### src/hdl/dqe_pkg.sv
// ----------------------------------------------------------------------------
// dqe_pkg
// Shared types, constants and byte tables for the DNS query encoder.
// ----------------------------------------------------------------------------
`default_nettype none

package dqe_pkg;

	// label buffer depth: characters past this in one label are dropped
	localparam int LABEL_MAX = 32;

	localparam int LBL_AW  = (LABEL_MAX > 1) ? $clog2(LABEL_MAX) : 1;
	localparam int LCNT_W  = $clog2(LABEL_MAX + 1);
	localparam int BCNT_W  = ($clog2(LABEL_MAX) > 4) ? $clog2(LABEL_MAX) : 4;

	localparam logic [7:0]  DOT_CHAR  = 8'd46;
	localparam logic [15:0] DNS_FLAGS = 16'h0100;

	localparam logic [3:0] HDR_LAST_IDX  = 4'd11;
	localparam logic [3:0] TAIL_LAST_IDX = 4'd4;

	localparam logic [1:0] REG_QUERY_ID    = 2'd0;
	localparam logic [1:0] REG_QUERY_TYPE  = 2'd1;
	localparam logic [1:0] REG_QUERY_CLASS = 2'd2;

	typedef enum logic [1:0] {
		SRC_HDR  = 2'd0,
		SRC_LEN  = 2'd1,
		SRC_DATA = 2'd2,
		SRC_TAIL = 2'd3
	} src_t;

	typedef struct packed {
		logic load_char;
		logic emit;
		src_t src;
		logic last;
		logic cnt_clr;
		logic cnt_inc;
		logic label_clr;
		logic hdr_set;
		logic hdr_clr;
	} cmd_t;

	typedef struct packed {
		logic              in_dot;
		logic              in_end;
		logic              dot_q;
		logic              end_q;
		logic              header_done;
		logic              count_zero;
		logic              label_end;
		logic              hdr_end;
		logic              tail_end;
		logic              out_free;
		logic [LCNT_W-1:0] label_count;
	} sts_t;

	// 12-byte header: ID, flags, one question, zero counts
	function automatic logic [7:0] hdr_byte(input logic [3:0] idx, input logic [15:0] id);
		logic [7:0] b;
		unique case (idx)
			4'd0:    b = id[15:8];
			4'd1:    b = id[7:0];
			4'd2:    b = DNS_FLAGS[15:8];
			4'd3:    b = DNS_FLAGS[7:0];
			4'd5:    b = 8'd1;
			default: b = 8'd0;
		endcase
		return b;
	endfunction

	// terminator, then QTYPE and QCLASS big-endian
	function automatic logic [7:0] tail_byte(input logic [3:0] idx, input logic [15:0] qtype,
						 input logic [15:0] qclass);
		logic [7:0] b;
		unique case (idx)
			4'd1:    b = qtype[15:8];
			4'd2:    b = qtype[7:0];
			4'd3:    b = qclass[15:8];
			4'd4:    b = qclass[7:0];
			default: b = 8'd0;
		endcase
		return b;
	endfunction

endpackage

`default_nettype wire

### src/hdl/dqe_ctrl.sv
// ----------------------------------------------------------------------------
// dqe_ctrl
// Sequencer: header, label flush and trailer byte phases.
// ----------------------------------------------------------------------------
`default_nettype none

module dqe_ctrl import dqe_pkg::*; (
	input  wire logic clk,
	input  wire logic arst_n,
	input  wire logic name_valid,
	output logic      name_stall,
	input  wire sts_t sts,
	output cmd_t      cmd
);

	typedef enum logic [4:0] {
		ST_IDLE = 5'b00001,
		ST_HDR  = 5'b00010,
		ST_LEN  = 5'b00100,
		ST_DATA = 5'b01000,
		ST_TAIL = 5'b10000
	} state_t;

	state_t state_q, state_d;

	always_ff @(posedge clk or negedge arst_n) begin
		if (!arst_n) begin
			state_q <= ST_IDLE;
		end else begin
			state_q <= state_d;
		end
	end

	assign name_stall = (state_q != ST_IDLE);

	always_comb begin
		cmd     = '0;
		cmd.src = SRC_HDR;
		state_d = state_q;
		unique case (state_q)
			ST_IDLE: begin
				if (name_valid) begin
					// character is stored at the transfer; header never reads the label
					cmd.load_char = 1'b1;
					cmd.cnt_clr   = 1'b1;
					if (!sts.header_done)
						state_d = ST_HDR;
					else if (sts.in_dot || sts.in_end)
						state_d = ST_LEN;
				end
			end
			ST_HDR: begin
				if (sts.out_free) begin
					cmd.emit = 1'b1;
					cmd.src  = SRC_HDR;
					if (sts.hdr_end) begin
						cmd.cnt_clr = 1'b1;
						cmd.hdr_set = 1'b1;
						state_d = (sts.dot_q || sts.end_q) ? ST_LEN : ST_IDLE;
					end else begin
						cmd.cnt_inc = 1'b1;
					end
				end
			end
			ST_LEN: begin
				if (sts.out_free) begin
					cmd.emit    = 1'b1;
					cmd.src     = SRC_LEN;
					cmd.cnt_clr = 1'b1;
					if (sts.count_zero) begin
						cmd.label_clr = 1'b1;
						state_d = sts.end_q ? ST_TAIL : ST_IDLE;
					end else begin
						state_d = ST_DATA;
					end
				end
			end
			ST_DATA: begin
				if (sts.out_free) begin
					cmd.emit = 1'b1;
					cmd.src  = SRC_DATA;
					if (sts.label_end) begin
						cmd.label_clr = 1'b1;
						cmd.cnt_clr   = 1'b1;
						state_d = sts.end_q ? ST_TAIL : ST_IDLE;
					end else begin
						cmd.cnt_inc = 1'b1;
					end
				end
			end
			ST_TAIL: begin
				if (sts.out_free) begin
					cmd.emit = 1'b1;
					cmd.src  = SRC_TAIL;
					if (sts.tail_end) begin
						cmd.last    = 1'b1;
						cmd.hdr_clr = 1'b1;
						cmd.cnt_clr = 1'b1;
						state_d = ST_IDLE;
					end else begin
						cmd.cnt_inc = 1'b1;
					end
				end
			end
			default: begin
				state_d = ST_IDLE;
			end
		endcase
	end

endmodule

`default_nettype wire

### src/hdl/dqe_dp.sv
// ----------------------------------------------------------------------------
// dqe_dp
// Datapath: config registers, label buffer, byte counter, output register.
// ----------------------------------------------------------------------------
`default_nettype none

module dqe_dp import dqe_pkg::*; (
	input  wire logic        clk,
	input  wire logic        arst_n,
	input  wire logic        cfg_valid,
	output logic             cfg_ready,
	input  wire logic [1:0]  cfg_index,
	input  wire logic [15:0] cfg_data,
	input  wire logic [7:0]  name_char,
	input  wire logic        name_end,
	output logic             msg_valid,
	input  wire logic        msg_stall,
	output logic [7:0]       msg_byte,
	output logic             msg_last,
	output logic             label_truncated,
	input  wire cmd_t        cmd,
	output sts_t             sts
);

	logic [15:0]       query_id_q, query_type_q, query_class_q;
	logic [7:0]        label_store [LABEL_MAX];
	logic [LCNT_W-1:0] label_count_q;
	logic              overflow_q;
	logic              header_done_q;
	logic              dot_q, end_q;
	logic [BCNT_W-1:0] cnt_q;
	logic              out_valid_q, out_last_q, out_trunc_q;
	logic [7:0]        out_byte_q;

	logic              in_dot;
	logic              room;
	logic [7:0]        byte_d;
	logic              trunc_d;

	assign cfg_ready = 1'b1;

	always_ff @(posedge clk or negedge arst_n) begin
		if (!arst_n) begin
			query_id_q    <= 16'd1;
			query_type_q  <= 16'd1;
			query_class_q <= 16'd1;
		end else if (cfg_valid) begin
			unique case (cfg_index)
				REG_QUERY_ID:    query_id_q    <= cfg_data;
				REG_QUERY_TYPE:  query_type_q  <= cfg_data;
				REG_QUERY_CLASS: query_class_q <= cfg_data;
				default: ;
			endcase
		end
	end

	assign in_dot = (name_char == DOT_CHAR);
	assign room   = (label_count_q < LCNT_W'(LABEL_MAX));

	always_ff @(posedge clk) begin
		if (cmd.load_char && !in_dot && room)
			label_store[label_count_q[LBL_AW-1:0]] <= name_char;
	end

	always_ff @(posedge clk or negedge arst_n) begin
		if (!arst_n) begin
			label_count_q <= '0;
			overflow_q    <= 1'b0;
			header_done_q <= 1'b0;
			dot_q         <= 1'b0;
			end_q         <= 1'b0;
			cnt_q         <= '0;
		end else begin
			if (cmd.load_char) begin
				dot_q <= in_dot;
				end_q <= name_end;
				if (!in_dot) begin
					if (room)
						label_count_q <= label_count_q + 1'b1;
					else
						overflow_q <= 1'b1;
				end
			end
			if (cmd.label_clr) begin
				label_count_q <= '0;
				overflow_q    <= 1'b0;
			end
			if (cmd.hdr_set)
				header_done_q <= 1'b1;
			else if (cmd.hdr_clr)
				header_done_q <= 1'b0;
			if (cmd.cnt_clr)
				cnt_q <= '0;
			else if (cmd.cnt_inc)
				cnt_q <= cnt_q + 1'b1;
		end
	end

	always_comb begin
		byte_d  = 8'd0;
		trunc_d = 1'b0;
		unique case (cmd.src)
			SRC_HDR:  byte_d = hdr_byte(cnt_q[3:0], query_id_q);
			SRC_LEN: begin
				byte_d  = 8'(label_count_q);
				trunc_d = overflow_q;
			end
			SRC_DATA: begin
				trunc_d = overflow_q;
			end
			SRC_TAIL: byte_d = tail_byte(cnt_q[3:0], query_type_q, query_class_q);
			default: ;
		endcase
	end

	always_ff @(posedge clk or negedge arst_n) begin
		if (!arst_n) begin
			out_valid_q <= 1'b0;
		end else if (cmd.emit) begin
			out_valid_q <= 1'b1;
		end else if (!msg_stall) begin
			out_valid_q <= 1'b0;
		end
	end

	always_ff @(posedge clk) begin
		if (cmd.emit) begin
			// label bytes come straight out of the buffer
			if (cmd.src == SRC_DATA)
				out_byte_q <= label_store[cnt_q[LBL_AW-1:0]];
			else
				out_byte_q <= byte_d;
			out_last_q  <= cmd.last;
			out_trunc_q <= trunc_d;
		end
	end

	assign msg_valid       = out_valid_q;
	assign msg_byte        = out_byte_q;
	assign msg_last        = out_last_q;
	assign label_truncated = out_trunc_q;

	assign sts.in_dot      = in_dot;
	assign sts.in_end      = name_end;
	assign sts.dot_q       = dot_q;
	assign sts.end_q       = end_q;
	assign sts.header_done = header_done_q;
	assign sts.count_zero  = (label_count_q == '0);
	assign sts.label_end   = ((BCNT_W + 1)'(cnt_q) + 1'b1) == (BCNT_W + 1)'(label_count_q);
	assign sts.hdr_end     = (cnt_q == BCNT_W'(HDR_LAST_IDX));
	assign sts.tail_end    = (cnt_q == BCNT_W'(TAIL_LAST_IDX));
	assign sts.out_free    = !out_valid_q || !msg_stall;
	assign sts.label_count = label_count_q;

endmodule

`default_nettype wire

### src/hdl/dns_query_encoder.sv
// ----------------------------------------------------------------------------
// dns_query_encoder
// Encodes a dotted domain name, one character per transfer, into a DNS query
// message streamed out one byte per transfer.
// ----------------------------------------------------------------------------
//  channel | signals                                   | flow control
//  name    | name_char[7:0], name_end                  | name_valid / name_stall
//  msg     | msg_byte[7:0], msg_last, label_truncated  | msg_valid / msg_stall
//  cfg     | cfg_index[1:0], cfg_data[15:0]            | cfg_valid / cfg_ready
//
// A plain character is stored in the label buffer while it has room. The first
// character of a message adds the 12-byte header; a dot or the last character
// adds a length and label flush, and the last also adds the trailer. The output
// register sends one byte per cycle; msg_stall holds the sequencer in place.
// Reset clears the label count and header flag and sets the config regs to 1.
// ----------------------------------------------------------------------------
`default_nettype none

module dns_query_encoder import dqe_pkg::*; (
	input  wire logic        clk,
	input  wire logic        arst_n,
	input  wire logic        cfg_valid,
	output logic             cfg_ready,
	input  wire logic [1:0]  cfg_index,
	input  wire logic [15:0] cfg_data,
	input  wire logic        name_valid,
	output logic             name_stall,
	input  wire logic [7:0]  name_char,
	input  wire logic        name_end,
	output logic             msg_valid,
	input  wire logic        msg_stall,
	output logic [7:0]       msg_byte,
	output logic             msg_last,
	output logic             label_truncated
);

	cmd_t cmd;
	sts_t sts;

	dqe_ctrl u_ctrl (
		.clk        (clk),
		.arst_n     (arst_n),
		.name_valid (name_valid),
		.name_stall (name_stall),
		.sts        (sts),
		.cmd        (cmd)
	);

	dqe_dp u_dp (
		.clk             (clk),
		.arst_n          (arst_n),
		.cfg_valid       (cfg_valid),
		.cfg_ready       (cfg_ready),
		.cfg_index       (cfg_index),
		.cfg_data        (cfg_data),
		.name_char       (name_char),
		.name_end        (name_end),
		.msg_valid       (msg_valid),
		.msg_stall       (msg_stall),
		.msg_byte        (msg_byte),
		.msg_last        (msg_last),
		.label_truncated (label_truncated),
		.cmd             (cmd),
		.sts             (sts)
	);

	// the final byte never belongs to a label
	a_last_not_trunc: assert property (@(posedge clk) disable iff (!arst_n)
		msg_valid && msg_last |-> !label_truncated)
		else $error("last byte flagged truncated");

	// the end of a name always starts a flush and trailer
	a_end_busy: assert property (@(posedge clk) disable iff (!arst_n)
		name_valid && !name_stall && name_end |=> name_stall)
		else $error("name end accepted without trailer");

	a_count_bound: assert property (@(posedge clk) disable iff (!arst_n)
		sts.label_count <= LCNT_W'(LABEL_MAX))
		else $error("label count past buffer depth");

	// a byte only enters the output register when it is free
	a_emit_free: assert property (@(posedge clk) disable iff (!arst_n)
		cmd.emit |-> (!msg_valid || !msg_stall))
		else $error("output register overwritten");

endmodule

`default_nettype wire
### config.mk
export PLATFORM = sky130hd
export DESIGN_NAME = dns_query_encoder
export DESIGN_NICKNAME = d
export VERILOG_FILES = /design/src/hdl/dqe_pkg.sv /design/src/hdl/dqe_ctrl.sv /design/src/hdl/dqe_dp.sv /design/src/hdl/dns_query_encoder.sv
export SDC_FILE = /design/constraint.sdc
export NUM_CORES = 1
export LEC_CHECK = 0
export BUFFER_PORTS_ARGS = -buffer_cell sky130_fd_sc_hd__buf_2
export CORE_MARGIN = 2
export CORE_UTILIZATION = 50
export CTS_BUF_LIST = sky130_fd_sc_hd__clkbuf_4 sky130_fd_sc_hd__clkbuf_8
export DETAILED_ROUTE_END_ITERATION = 7
export PLACE_DENSITY = 0.63
export SLEW_MARGIN = 10
export SYNTH_ARGS = -nofsm -noshare
export SYNTH_HDL_FRONTEND = slang
export SYNTH_SLANG_ARGS = --single-unit
### constraint.sdc
create_clock -name clk -period 3.8 [get_ports clk]
set_clock_uncertainty 0.05 [all_clocks]
set_input_delay 0.19 -clock clk [delete_from_list [all_inputs] [get_ports clk]]
set_output_delay 0.19 -clock clk [all_outputs]
set_load 0.05 [all_outputs]
==> After elaboration in Yosys (flattened, before gate mapping) <==
Memory sizes are Yosys's and may differ from the RTL's.
Cells that the tools add are included.
{ "classes": {"n_addsub": 3, "magnitude_cmp": 1, "n_eq_ne": 32, "mux": 60, "n_reduce_logical": 25} }
{ "ops": {"columns": ["operator", "count"], "rows": [
  ["$mux W5", 14],
  ["$pmux W8 S3", 2],
  ["$pmux W8 S4", 1],
  ["$mux W6", 5],
  ["$mux W1", 25],
  ["$pmux W5 S5", 1],
  ["$ne A2 B2 Y1 const B", 10],
  ["$mux W3", 5],
  ["$pmux W3 S4", 1],
  ["$eq A5 B3 Y1 const B", 2],
  ["$eq A5 B4 Y1 const B", 2],
  ["$reduce_and A9 Y1", 1],
  ["$eq A4 B2 Y1 const B", 2],
  ["$eq A4 B3 Y1 const B", 2],
  ["$eq A8 B6 Y1 const B", 1],
  ["$mux W8", 1],
  ["$reduce_and A2 Y1", 4],
  ["$reduce_bool A2 Y1", 4],
  ["$add A5 B1 Y6 const B", 1],
  ["$add A6 B1 Y6 const B", 1],
  ["$eq A2 B2 Y1 const B", 3],
  ["$eq A6 B6 Y1", 1],
  ["$logic_not A6 Y1", 1],
  ["$lt A6 B6 Y1 const B", 1],
  ["other kinds (20)", 30]
]} }
{ "totals": {"register_bits": 79, "mem_bits_rw": 256, "in_bits": 32, "output_inout_bits": 13, "memories": 1} }
{ "mem_list": {"columns": ["name", "words", "word_bits", "read_ports", "rd_clocked_by_memory_dff", "write_ports", "line", "source"], "rows": [
  ["u_dp.label_store", 32, 8, 1, 0, 1, "dqe_dp.sv:26", "logic [7:0] label_store [LABEL_MAX];"]
]} }

==> Depth between registers and ports, before layout <==
Gate-level depths: netlist (run 1).
{ "depth": {"depth_word": 7, "ltp_mapped": 10, "depth_no_buf": 9} }

==> Hierarchy <==
Synthesis (run 1) repeated with hierarchy kept, for this count alone.
{ "hier_totals": {"cells_unflattened": 892, "area_unflattened_um2": 14580.2} }
{ "modules_own_cells": {"columns": ["mod", "n_inst", "cells_per_inst", "area_each_um2", "seq_area_each_um2"], "rows": [
  ["dqe_dp", 1, 822, 13978.4, 9593.0],
  ["dqe_ctrl", 1, 70, 601.8, 126.4]
]} }

==> Least setup slack after synthesis (run 1) <==
No wires, ideal clock.
{ "synth_path": {"kind": "register to register", "startpoint": "register u_dp.cnt_q[1]", "endpoint": "register u_ctrl.state_q[2]", "t_arrival_ns": 2.668, "setup_slack_ns": 0.957, "stages_incl_launch_ff": 11, "synth_period_minus_slack_ns": 2.843, "cell_sequence": "dfrtp_1 buf_2 buf_1 inv_1 ha_1 xor2_1 nor2_1 nand4_1 o21a_1 nor3_4 mux2_2"} }
{ "synth_between": {"elab_chain_len": 4, "word_cells_on_any_way": 8} }
{ "synth_rtl": {"columns": ["item", "line", "source"], "rows": [
  ["start: declaration", "dqe_dp.sv:31", "logic [BCNT_W-1:0] cnt_q;"],
  ["start signal: assignment", "dqe_dp.sv:95", "cnt_q <= cnt_q + 1'b1;"],
  ["$add A5 B1 Y6", "dqe_dp.sv:149", "assign sts.label_end = ((BCNT_W + 1)'(cnt_q) + 1'b1) == (BCNT_W + 1)'(label_count_q);"],
  ["$eq A6 B6 Y1", "dqe_dp.sv:149", null],
  ["$ne A2 B2 Y1 (no line)", null, null],
  ["$reduce_and A9 Y1 (no line) *", null, null],
  ["end signal: assignment", "dqe_ctrl.sv:30", "state_q <= state_d;"],
  ["end: declaration", "dqe_ctrl.sv:24", "state_t state_q, state_d;"]
]} }
Mark *: on every way between the ends. The rest lies on a longest branch, timed or not.
A chain may end at the register's enable or synchronous reset.

==> Final worst setup path (run 1) <==
{ "layout_path": {"startpoint": "register u_ctrl.state_q[1]", "endpoint": "register u_dp.out_byte_q[3], in the netlist u_dp.msg_byte[3] (data pin)"} }
{ "layout_between": {"elab_chain_len": 5, "word_cells_on_any_way": 11} }
{ "layout_rtl": {"columns": ["item", "line", "source"], "rows": [
  ["$eq A5 B5 Y1 (tied with other cells)", "dqe_ctrl.sv:40", "unique case (state_q)"],
  ["$pmux W3 S4 *", "dqe_ctrl.sv:40", null],
  ["$eq A2 B2 Y1 (tied with other cells)", "dqe_dp.sv:102", "unique case (cmd.src)"],
  ["$pmux W8 S3", "dqe_dp.sv:102", null],
  ["$mux W8 *", "dqe_dp.sv:129", "if (cmd.src == SRC_DATA)"],
  ["end signal: assignment", "dqe_dp.sv:130", "out_byte_q <= label_store[cnt_q[LBL_AW-1:0]];"],
  ["end signal: assignment", "dqe_dp.sv:132", "out_byte_q <= byte_d;"],
  ["end: declaration", "dqe_dp.sv:33", "logic [7:0] out_byte_q;"]
]} }
Marked as above.

==> flow_summary_export.csv, run 1 <==
group,metric,value,unit
run_status,status,"finished, final reports clean",
cts,htree_levels,2,
timing,finalSetupViolations,0,
critical_path,cp-start-kind,"register",
critical_path,end_kind,"register",
floorplanning,fp-row-count,61,
grt,grt_use_met3,3.62,%
pwr,p_leak,5.56,nW
logic_synthesis,ys_async_sr_fraction,20.6,%
timing,fmax,315,MHz
logic_synthesis,syn_inst,784,
critical_path,slowest_delay,0.60,ns
grt,antenna_found_initial,0,
logic_synthesis,seq_area_frac_synth,68.8,%
cts,cts.sink_count,335,
critical_path,required,4.08,ns
cts,cts_resized,0,
timing,hold_viol_final,0,
grt,top_usage_layer,"met2",
critical_path,worstPathMaxFanout,8,
critical_path,critical-path-top-delay-family,"compound AO/OA/AOI/OAI gates",
critical_path,crit_cells,9,
worst_hold_path,hold_depth,2,
cts,clk_latency,0.58,ns
grt,grt_max_degree,67,
pwr,ir_drop,0.278,mV
timing,worst_slew_pin_slew,0.945,ns
logic_synthesis,syn-num-nets,829,
pwr,power_density,572,mW/mm^2
worst_hold_path,min_path_type,"input port to register",
timing,fin_crit_sh,83.6,%
cts,post_cts_buffers,0,
timing,finalMaxSlewViolations,0,
routing,vias,7846,
worst_hold_path,holdPathEnd,"u_dp.label_store[14][5]",
logic_synthesis,syn_area_per_cell,18.0,um^2
place,hpwl,21000,um
cts,cts-root-buf,"clkbuf_8",
cts,numCtsBuffers,54,
finish,diodes,0,
critical_path,crit_chain,"or4b_1 -> or2_1 -> a21oi_1 -> inv_1 -> ha_1 -> nor2b_1 -> o21ai_1 -> o221ai_1 -> a22o_1",
critical_path,cpMaxStageDelayCell,"or4b_1",
critical_path,r2r-start,"u_ctrl.state_q[1]",
floorplanning,die_h,172,um
critical_path,setup.worst_path.start,"u_ctrl.state_q[1]",
logic_synthesis,synth_area_leaders,"edfxtp_1 (57%), mux4_2 (13%), dfrtp_1 (12%), mux2_2 (4.6%), nor2_1 (1.5%)",
routing,drc,0,
logic_synthesis,ys_types,64,
grt,grt_overflow,0,
critical_path,crit_buf_inv,1,
timing,relSlewSlack,37.0,%
run,cap_viol_max_count,0,
cts,cts_tree,"built",
finish,nNetsFinal,956,
routing,viasPerCell,5.88,
timing,rsz0062_at_grt,"false",
finish,syn2layout_area_growth,15.3,%
timing,min_period,3.17,ns
grt,grt_pass1_wl,49600,um
logic_synthesis,synth_edf_count,266,
logic_synthesis,ys_ff_latch,335,
finish,drive_above_1_share,35.4,%
floorplanning,coreArea,0.0278,mm^2
routing,first_iter_violations,840,
logic_synthesis,synth_area,0.0141,mm^2
grt,gr-usage-met1,30.3,%
finish,nFillCells,2111,
floorplanning,die_area,0.0296,mm^2
cts,clk_pin_slew,0.06,ns
critical_path,r2r-end,"u_dp.msg_byte[3]",
grt,first_global_vias,8236,
logic_synthesis,ys_warn_count,0,
worst_hold_path,hold_start,"name_char[5]",
routing,drt_wl_total,32200,um
critical_path,reg2reg_slack,0.63,ns
cts,hold_buffers,21,
floorplanning,start_util,50.8,%
routing,wire_per_inst,24.2,um
routing,ant_nets,0,
logic_synthesis,synth_top_cell_by_area,"edfxtp_1",
critical_path,cp_data_arrival_time,3.46,ns
cts,cts_buffer_depth,3,
grt,gr-usage-met2,38.5,%
critical_path,path_class,"register to register",
place,gp_congestion,0.862,
floorplanning,die_x,172,um
place,numPortBuffers,43,
grt,grt_util_all_layers,22.7,%
critical_path,reg2reg_depth,9,
pwr,design_power_total,9.32,mW
routing,dr.pass1.iters,5,
logic_synthesis,synth_top_cell_area_share,56.6,%
timing,finalSetupTns,0,ns
logic_synthesis,synth_ff_type,"edfxtp_1",
floorplanning,boundaryPins,45,
## layer usage
metal,vias up,routed length (um)
met5,-,0
met4,0,928
met3,60,1920
met2,306,16000
met1,4054,13400
li1,3426,-
## kinds of logic (layout without fill, tap and decap cells)
logic type,after synthesis,count (layout),synth area share (%)
other cells,1,1,0.0266
simple gates,141,141,5.01
compound gates,95,95,5.27
mux,140,140,17.5
xor+xnor,8,8,0.496
fa+ha+maj,13,13,1.15
flops,335,335,68.8
buf+inv,51,223,1.70
## how the worst max path moves through the flow
stage | slack [ns] | to
2_1_floorplan | 0.96 | u_ctrl.state_q[2]
3_3_place_gp | 0.75 | u_dp.msg_byte[2]
3_5_place_dp | 0.63 | u_dp.msg_byte[3]
4_1_cts | 0.61 | u_dp.msg_byte[3]
5_1_grt | 0.44 | u_dp.msg_byte[3]
6_report | 0.63 | u_dp.msg_byte[3]
## Yosys cell counts (all sizes together) (3+ instances only)
cell	instances
o21a	3
nand3b	7
inv	11
nor3	7
nor2b	6
nand4	3
nor2	57
o211ai	5
dfstp	4
and3	3
edfxtp	266
a221oi	8
xor2	3
dfrtp	65
o21ai	15
a211oi	4
buf	23
and2	7
a21o	4
ha	13
a22o	15
xnor2	5
o2111ai	3
nand2	23
clkbuf	17
a22oi	7
mux2	58
nand3	8
nand2b	4
or3	3
o221ai	6
or3b	3
a21oi	9
mux4	80
## cell usage in the layout, fill, tap and decap left out, drive strengths merged, types with 3 or more instances in the layout
master       instances
a22oi                7
nand3b               7
and2                 7
and3                 3
ha                  13
nand4                3
inv                 12
o21a                 3
o21ai               15
dfstp                4
dfrtp               65
a21o                 4
clkinv              20
or3                  3
nor2b                6
o211ai               5
nand2b               4
nor3                 7
nand3                8
o2111ai              3
a21oi                9
a221oi               8
a22o                15
clkbuf              78
buf                 90
xor2                 3
o221ai               6
or3b                 3
a211oi               4
xnor2                5
nand2               23
mux4                80
mux2                58
dlygate4sd3         21
nor2                57
edfxtp             266
## stage by stage
step,worst slack [ns],hold slack (ns),cells,area (um^2),utilization (%)
floorplan,0.957,-0.156,784,14100,-
global placement,0.745,0.315,1212,15000,54.0
detailed placement,0.632,0.331,1212,15000,54.0
CTS,0.612,0.0969,1334,16300,58.6
global route,0.440,0.105,1334,16300,58.6
finish,0.625,0.107,1334,16300,58.6
## where the power goes
group	internal [mW]	switching [mW]
registers	4.19	0.180
logic	0.885	1.04
clock network	1.62	1.40
total	6.70	2.62
## registers in the layout, summed over array words and instances, names as in the netlist, 5 cells and up
signal,cells
u_ctrl.state_q,5
u_dp.cnt_q,5
u_dp.label_count_q,6
u_dp.label_store,256
u_dp.msg_byte,8
u_dp.query_class_q,16
u_dp.query_id_q,16
u_dp.query_type_q,16
## cell type report
cell class / instances / area [um^2] / area share (%)
clock buffers: 78 / 955 / 5.86
inverters: 11 / 41.3 / 0.254
flip-flops and latches: 335 / 9720 / 59.7
repair buffers: 111 / 803 / 4.93
clock inverters: 23 / 116 / 0.715
multi-input cells: 398 / 4170 / 25.6
well taps: 378 / 473 / 2.90
No activity file was read; power rests on OpenSTA's default activity.
==> run 2: changes to the inputs <==
--- a/config.mk
+++ b/config.mk
@@ -10,7 +10,7 @@
 export CORE_UTILIZATION = 50
 export CTS_BUF_LIST = sky130_fd_sc_hd__clkbuf_4 sky130_fd_sc_hd__clkbuf_8
 export DETAILED_ROUTE_END_ITERATION = 7
-export PLACE_DENSITY = 0.63
+export PLACE_DENSITY = 0.66
 export SLEW_MARGIN = 10
 export SYNTH_ARGS = -nofsm -noshare
 export SYNTH_HDL_FRONTEND = slang
==> constraint.sdc (replaced) <==
create_clock -name clk -period 2.8 [get_ports clk]
set_clock_uncertainty 0.05 [all_clocks]
set_input_delay 0.14 -clock clk [delete_from_list [all_inputs] [get_ports clk]]
set_output_delay 0.14 -clock clk [all_outputs]
set_load 0.05 [all_outputs]
==> flow_summary_export.csv, run 2 (synthesis results as in run 1) <==
group,metric,value,unit
pwr,p_clk_share,30.9,%
run,cap_viol_max_count,0,
grt,grt_overflow,0,
finish,mostFrequentLayoutCells,"edfxtp_1 (266), buf_4 (90), mux4_2 (80), dfrtp_1 (63), mux2_2 (58)",
finish,nFillCells,2121,
routing,viasPerCell,5.83,
finish,design_area,0.0167,mm^2
place,dpl.cell_count,1254,
grt,first_global_vias,8267,
cts,cts.sink_count,335,
timing,hold_viol_final,0,
critical_path,cp-start-kind,"register",
routing,first_iter_violations,624,
finish,diodes,0,
place,gp_congestion,0.844,
finish,regArea,0.00972,mm^2
finish,largest_reg_flops,256,
floorplanning,start_util,50.8,%
cts,cts_buffer_depth,3,
finish,final_cells,1381,
grt,grt_util_all_layers,22.7,%
worst_hold_path,min_path_type,"input port to register",
finish,final_common_cell,"edfxtp_1",
critical_path,end_kind,"register",
place,post_dp_cell_area,0.0153,mm^2
cts,cts-root-buf,"clkbuf_8",
cts,htree_levels,2,
routing,dr.pass1.iters,5,
routing,ant_nets,0,
cts,numCtsBuffers,52,
routing,vias,8056,
pwr,power.share.switching,28.2,%
pwr,pwr-share-comb,23.6,%
routing,drc,0,
pwr,p_sw,3.61,mW
pwr,ir_drop,0.561,mV
finish,drive_above_1_share,38.0,%
grt,grt_pass1_wl,49400,um
critical_path,required,3.08,ns
place,hpwl,21600,um
floorplanning,boundaryPins,45,
timing,relSlewSlack,41.1,%
timing,fin_crit_sh,96.3,%
run_status,status,"finished, final reports clean",
timing,whs,0.0458,ns
critical_path,worstPathMaxFanout,16,
timing,fmax,371,MHz
timing,worst_slew_pin_slew,0.880,ns
place,numPortBuffers,43,
floorplanning,coreArea,0.0278,mm^2
routing,drt_wl_total,32500,um
finish,nNetsFinal,1006,
finish,multi_input_area,0.00420,mm^2
routing,wire_per_inst,23.5,um
pwr,internal-power,9.21,mW
timing,min_period,2.70,ns
cts,cts_tree,"built",
pwr,pwr-share-seq,45.6,%
floorplanning,die_x,172,um
critical_path,path_class,"register to register",
critical_path,cp_data_arrival_time,2.98,ns
pwr,power_density,767,mW/mm^2
timing,finalMaxSlewViolations,0,
floorplanning,die_area,0.0296,mm^2
timing,finalSetupViolations,0,
finish,syn2layout_area_growth,18.4,%
cts,clk_pin_slew,0.06,ns
floorplanning,die_h,172,um
grt,grt_max_degree,37,
grt,antenna_found_initial,0,
floorplanning,fp-row-count,61,
cts,clk_latency,0.59,ns
finish,utilization,60.2,%
pwr,p_leak,5.81,nW
run 2: cell count changes in the layout (fill, tap and decap cells not counted), moves of 2 or more:
cell           change
clkbuf_8           -6
clkbuf_4           -2
buf_4             +45
a221oi_1           -2
a221oi_2           +2
clkinv_2           -5
buf_12             +2
dlygate4sd3_1      +3
clkinv_1           +7
run 2: area by class of cell:
class                   count  area share, %
clock inverters            26          0.921
inverters                  11          0.247
clock buffers              70           5.13
repair buffers            163           7.56
well taps                 378           2.83
flip-flops and latches    335           58.2
multi-input cells         398           25.1
run 2: what timing repair did:
item,4_1_cts,5_1_grt
gates resized for setup,1,7
endpoints found under the hold margin,83,0
buffers inserted,3,3
pin swaps,0,1
cloned,0,1
setup endpoints to repair,4,10
hold buffers,24,0
run 2: through the flow:
stage | TNS [ns] | setup WS, ns | power (mW)
finish | 0 | 0.104 | 12.8
floorplan | 0 | 0.0512 | 7.90
CTS | 0 | 0.0371 | 12.8
global placement | -0.0479 | -0.0287 | 8.75
global route | -0.0169 | -0.0169 | 13.4
detailed placement | -0.0661 | -0.0330 | 8.82
run 2: final timing paths:
kind / from / endpoint / slack (ns) / cells after the start
worst max-delay path: u_dp.cnt_q[0] / u_dp.msg_byte[4] / 0.10 / 6
worst min-delay path: name_char[4] / u_dp.label_store[10][4] / 0.05 / 2
worst max register to register: u_dp.cnt_q[0] / u_dp.msg_byte[4] / 0.10 / 6
worst min register to register: u_dp.query_type_q[15] / u_dp.query_type_q[15] / 0.46 / 1
max in group asynchronous: arst_n / u_ctrl.state_q[0] / 1.74 / 3
min in group asynchronous: arst_n / u_dp.label_count_q[4] / 0.10 / 2
run 2: power by group through the flow:
stage                     registers (mW)  logic (mW)  clock network, mW
after CTS                           5.85        2.93               4.03
after detailed placement            5.96        2.86                  0
after global routing                5.86        3.23               4.26
after floorplan                     6.09        1.81                  0
after global placement              5.94        2.81                  0
final                               5.84        3.02               3.96
run 2: per-layer routing:
metal | global-route usage, % | up-vias | wire, um
li1 | - | 3519 | -
met1 | 30.7 | 4156 | 13600
met2 | 38.4 | 326 | 16200
met3 | 3.64 | 55 | 1890
met4 | 6.91 | 0 | 733
met5 | 0 | - | 0
run 2: worst max-delay path, stage by stage (launching register included):
cell	delay [ns]
dfrtp_4	0.45
buf_12	0.16
buf_16	0.18
mux4_2	0.55
mux4_2	0.50
mux2_2	0.32
a22o_1	0.19
==> run 3: changes to the inputs <==
--- a/config.mk
+++ b/config.mk
@@ -5,12 +5,14 @@
 export SDC_FILE = /design/constraint.sdc
 export NUM_CORES = 1
 export LEC_CHECK = 0
+export ABC_AREA = 1
 export BUFFER_PORTS_ARGS = -buffer_cell sky130_fd_sc_hd__buf_2
+export CORE_ASPECT_RATIO = 0.9
 export CORE_MARGIN = 2
 export CORE_UTILIZATION = 50
 export CTS_BUF_LIST = sky130_fd_sc_hd__clkbuf_4 sky130_fd_sc_hd__clkbuf_8
 export DETAILED_ROUTE_END_ITERATION = 7
-export PLACE_DENSITY = 0.66
+export PLACE_DENSITY = 0.71
 export SLEW_MARGIN = 10
 export SYNTH_ARGS = -nofsm -noshare
 export SYNTH_HDL_FRONTEND = slang
==> flow_summary_export.csv, run 3 <==
group,metric,value,unit
logic_synthesis,seq_area_frac_synth,67.9,%
routing,first_iter_violations,1140,
finish,largest_reg_flops,256,
logic_synthesis,synth_ff_type,"edfxtp_1",
logic_synthesis,ys_async_sr_fraction,20.6,%
timing,fin_crit_sh,94.8,%
logic_synthesis,syn-num-nets,1354,
critical_path,r2r-start,"u_ctrl.state_q[0]",
grt,gr-usage-met2,37.3,%
timing,rsz0062_at_grt,"false",
logic_synthesis,synth_edf_count,266,
grt,first_global_vias,9702,
critical_path,end_kind,"register",
critical_path,reg2reg_depth,11,
logic_synthesis,synth_top_cell_area_share,55.8,%
floorplanning,coreArea,0.0281,mm^2
floorplanning,die_area,0.0300,mm^2
grt,antenna_found_initial,0,
pwr,p_leak,6.15,nW
cts,cts-root-buf,"clkbuf_8",
timing,hold_viol_final,0,
logic_synthesis,synth_area,0.0143,mm^2
routing,ant_nets,0,
cts,clk_latency,0.59,ns
grt,grt_overflow,0,
critical_path,worstPathMaxFanout,8,
cts,numCtsBuffers,52,
routing,drc,0,
worst_hold_path,min_path_type,"input port to register",
timing,finalSetupViolations,0,
cts,cts_tree,"built",
grt,top_usage_layer,"met2",
logic_synthesis,ys_types,36,
run_status,status,"finished, final reports clean",
floorplanning,start_util,51.0,%
finish,diodes,0,
floorplanning,fp-row-count,58,
finish,utilization,57.5,%
critical_path,cp-start-kind,"register",
floorplanning,boundaryPins,45,
critical_path,r2r-end,"u_dp.label_store[17][0]",
finish,nNetsFinal,1440,
routing,vias,10200,
pwr,power_density,684,mW/mm^2
logic_synthesis,synth.most_common_cell,"edfxtp_1",
finish,syn2layout_area_growth,12.9,%
grt,gr-usage-met1,33.9,%
cts,cts_buffer_depth,3,
grt,grt_pass1_wl,54300,um
finish,drive_above_1_share,13.5,%
place,gp_congestion,0.953,
timing,fmax,377,MHz
grt,grt_use_met3,3.95,%
floorplanning,die_h,165,um
logic_synthesis,syn_inst,1309,
timing,finalMaxSlewViolations,0,
critical_path,cp_data_arrival_time,2.81,ns
finish,final_common_cell,"edfxtp_1",
logic_synthesis,syn_area_per_cell,10.9,um^2
place,numPortBuffers,43,
worst_hold_path,holdPathEnd,"u_dp.label_store[30][6]",
worst_hold_path,hold_start,"name_char[6]",
timing,whs,0.0577,ns
grt,grt_util_all_layers,23.6,%
cts,clk_pin_slew,0.07,ns
grt,grt_max_degree,81,
worst_hold_path,hold_depth,2,
critical_path,required,2.95,ns
logic_synthesis,synth_top_cell_by_area,"edfxtp_1",
cts,htree_levels,2,
logic_synthesis,ys_ff_latch,335,
cts,cts.sink_count,335,
routing,drt_wl_total,35200,um
timing,worst_slew_pin_slew,0.941,ns
critical_path,path_class,"register to register",
timing,relSlewSlack,37.1,%
routing,wire_per_inst,19.6,um
timing,finalSetupTns,0,ns
critical_path,reg2reg_slack,0.15,ns
routing,dr.pass1.iters,5,
timing,min_period,2.65,ns
logic_synthesis,ys_warn_count,0,
logic_synthesis,synthTopCellsByCount,"edfxtp_1 (266), nand2_1 (243), nor2_1 (181), o21ai_0 (175), dfrtp_1 (65)",
floorplanning,die_x,182,um
routing,viasPerCell,5.72,
logic_synthesis,synth_area_leaders,"edfxtp_1 (56%), dfrtp_1 (11%), nand2_1 (6.4%), o21ai_0 (6.1%), nor2_1 (4.7%)",
place,hpwl,22300,um
run,cap_viol_max_count,0,
pwr,ir_drop,0.436,mV
finish,mostFrequentLayoutCells,"edfxtp_1 (266), nand2_1 (243), nor2_1 (179), o21ai_0 (175)",
==> run 3: changes by cell type in the layout (fill, tap and decap cells not counted), moves of 43 or more <==
cell / previous run / this run
nand2_1: 23 / 243
o21ai_0: 14 / 175
nor2_1: 57 / 179
mux4_2: 80 / 0
o22ai_1: 2 / 61
mux2_2: 58 / 0
buf_4: 90 / 33
inv_1: 11 / 63
nand3_1: 8 / 51
==> run 3: report_power, final <==
part	switching [mW]	total [mW]	internal, mW
Combinational	1.03	1.45	0.420
Clock	1.88	3.87	1.99
Sequential	0.105	5.74	5.63
Total	3.02	11.1	8.04
==> run 3: kinds of logic (layout without fill, tap and decap cells) <==
| kind of cell | count (synthesis) | after routing | synth area share (%) |
|---|---|---|---|
| other | 1 | 1 | 0.0262 |
| DFF | 335 | 335 | 67.9 |
| AOI/OAI and AO/OA | 285 | 285 | 10.7 |
| adders and majority gates | 13 | 13 | 1.14 |
| and+or+nand+nor | 534 | 534 | 15.9 |
| xor gates and xnor gates | 2 | 2 | 0.122 |
| buffers and inverters | 139 | 262 | 4.20 |
==> run 3: stage by stage <==
step	power, mW	cells	worst slack [ns]	cell area, um^2
2_1_floorplan	6.81	1309	0.238	14300
3_3_place_gp	7.22	1679	0.180	15000
3_5_place_dp	7.24	1679	0.110	15000
4_1_cts	11.1	1792	0.0871	16200
5_1_grt	11.5	1792	0.00504	16200
6_report	11.1	1792	0.145	16200
==> run 3: final cells by class <==
cell class                 instances  area [um^2]
multi-input combinational        835         4000
tap                              360          450
clock inverter                    22          106
inverter                          69          260
fill                            2301        11900
timing repair buffer             102          763
clock buffer                      69          856
sequential                       335         9720
==> run 3: worst max path at each step <==
stage / to / startpoint / slack, ns
6_report: u_dp.label_store[17][0] / u_ctrl.state_q[0] / 0.15
5_1_grt: u_dp.label_store[8][2] / u_ctrl.state_q[0] / 0.005
4_1_cts: u_dp.label_store[16][0] / u_ctrl.state_q[0] / 0.09
3_5_place_dp: u_dp.label_store[16][0] / u_ctrl.state_q[0] / 0.11
3_3_place_gp: u_dp.label_store[16][6] / u_ctrl.state_q[0] / 0.18
2_1_floorplan: u_dp.label_store[23][0] / u_ctrl.state_q[0] / 0.24
==> run 3: worst max-delay path, stage by stage, from the launching register on <==
cell and delay (ns):
dfstp_2 0.54, inv_1 0.07, nor2_4 0.11, nand3_4 0.11
nor2_4 0.12, inv_2 0.08, nor2_4 0.11, nand2_4 0.06
inv_2 0.08, nand2_1 0.17, buf_4 0.23, nor2_1 0.53
==> run 3: what timing repair did <==
item / CTS / global route
hold buffers: 22 / 0
hold endpoints to repair: 81 / 0
buffers inserted: 0 / 0
endpoints found under the setup margin: 0 / 16
resized for setup: 0 / 2
==> run 3: routing by layer <==
metal / up-vias / wire length (um)
met4: 0 / 854
met1: 4935 / 15300
met5: - / 0
li1: 4762 / -
met3: 68 / 2770
met2: 478 / 16300
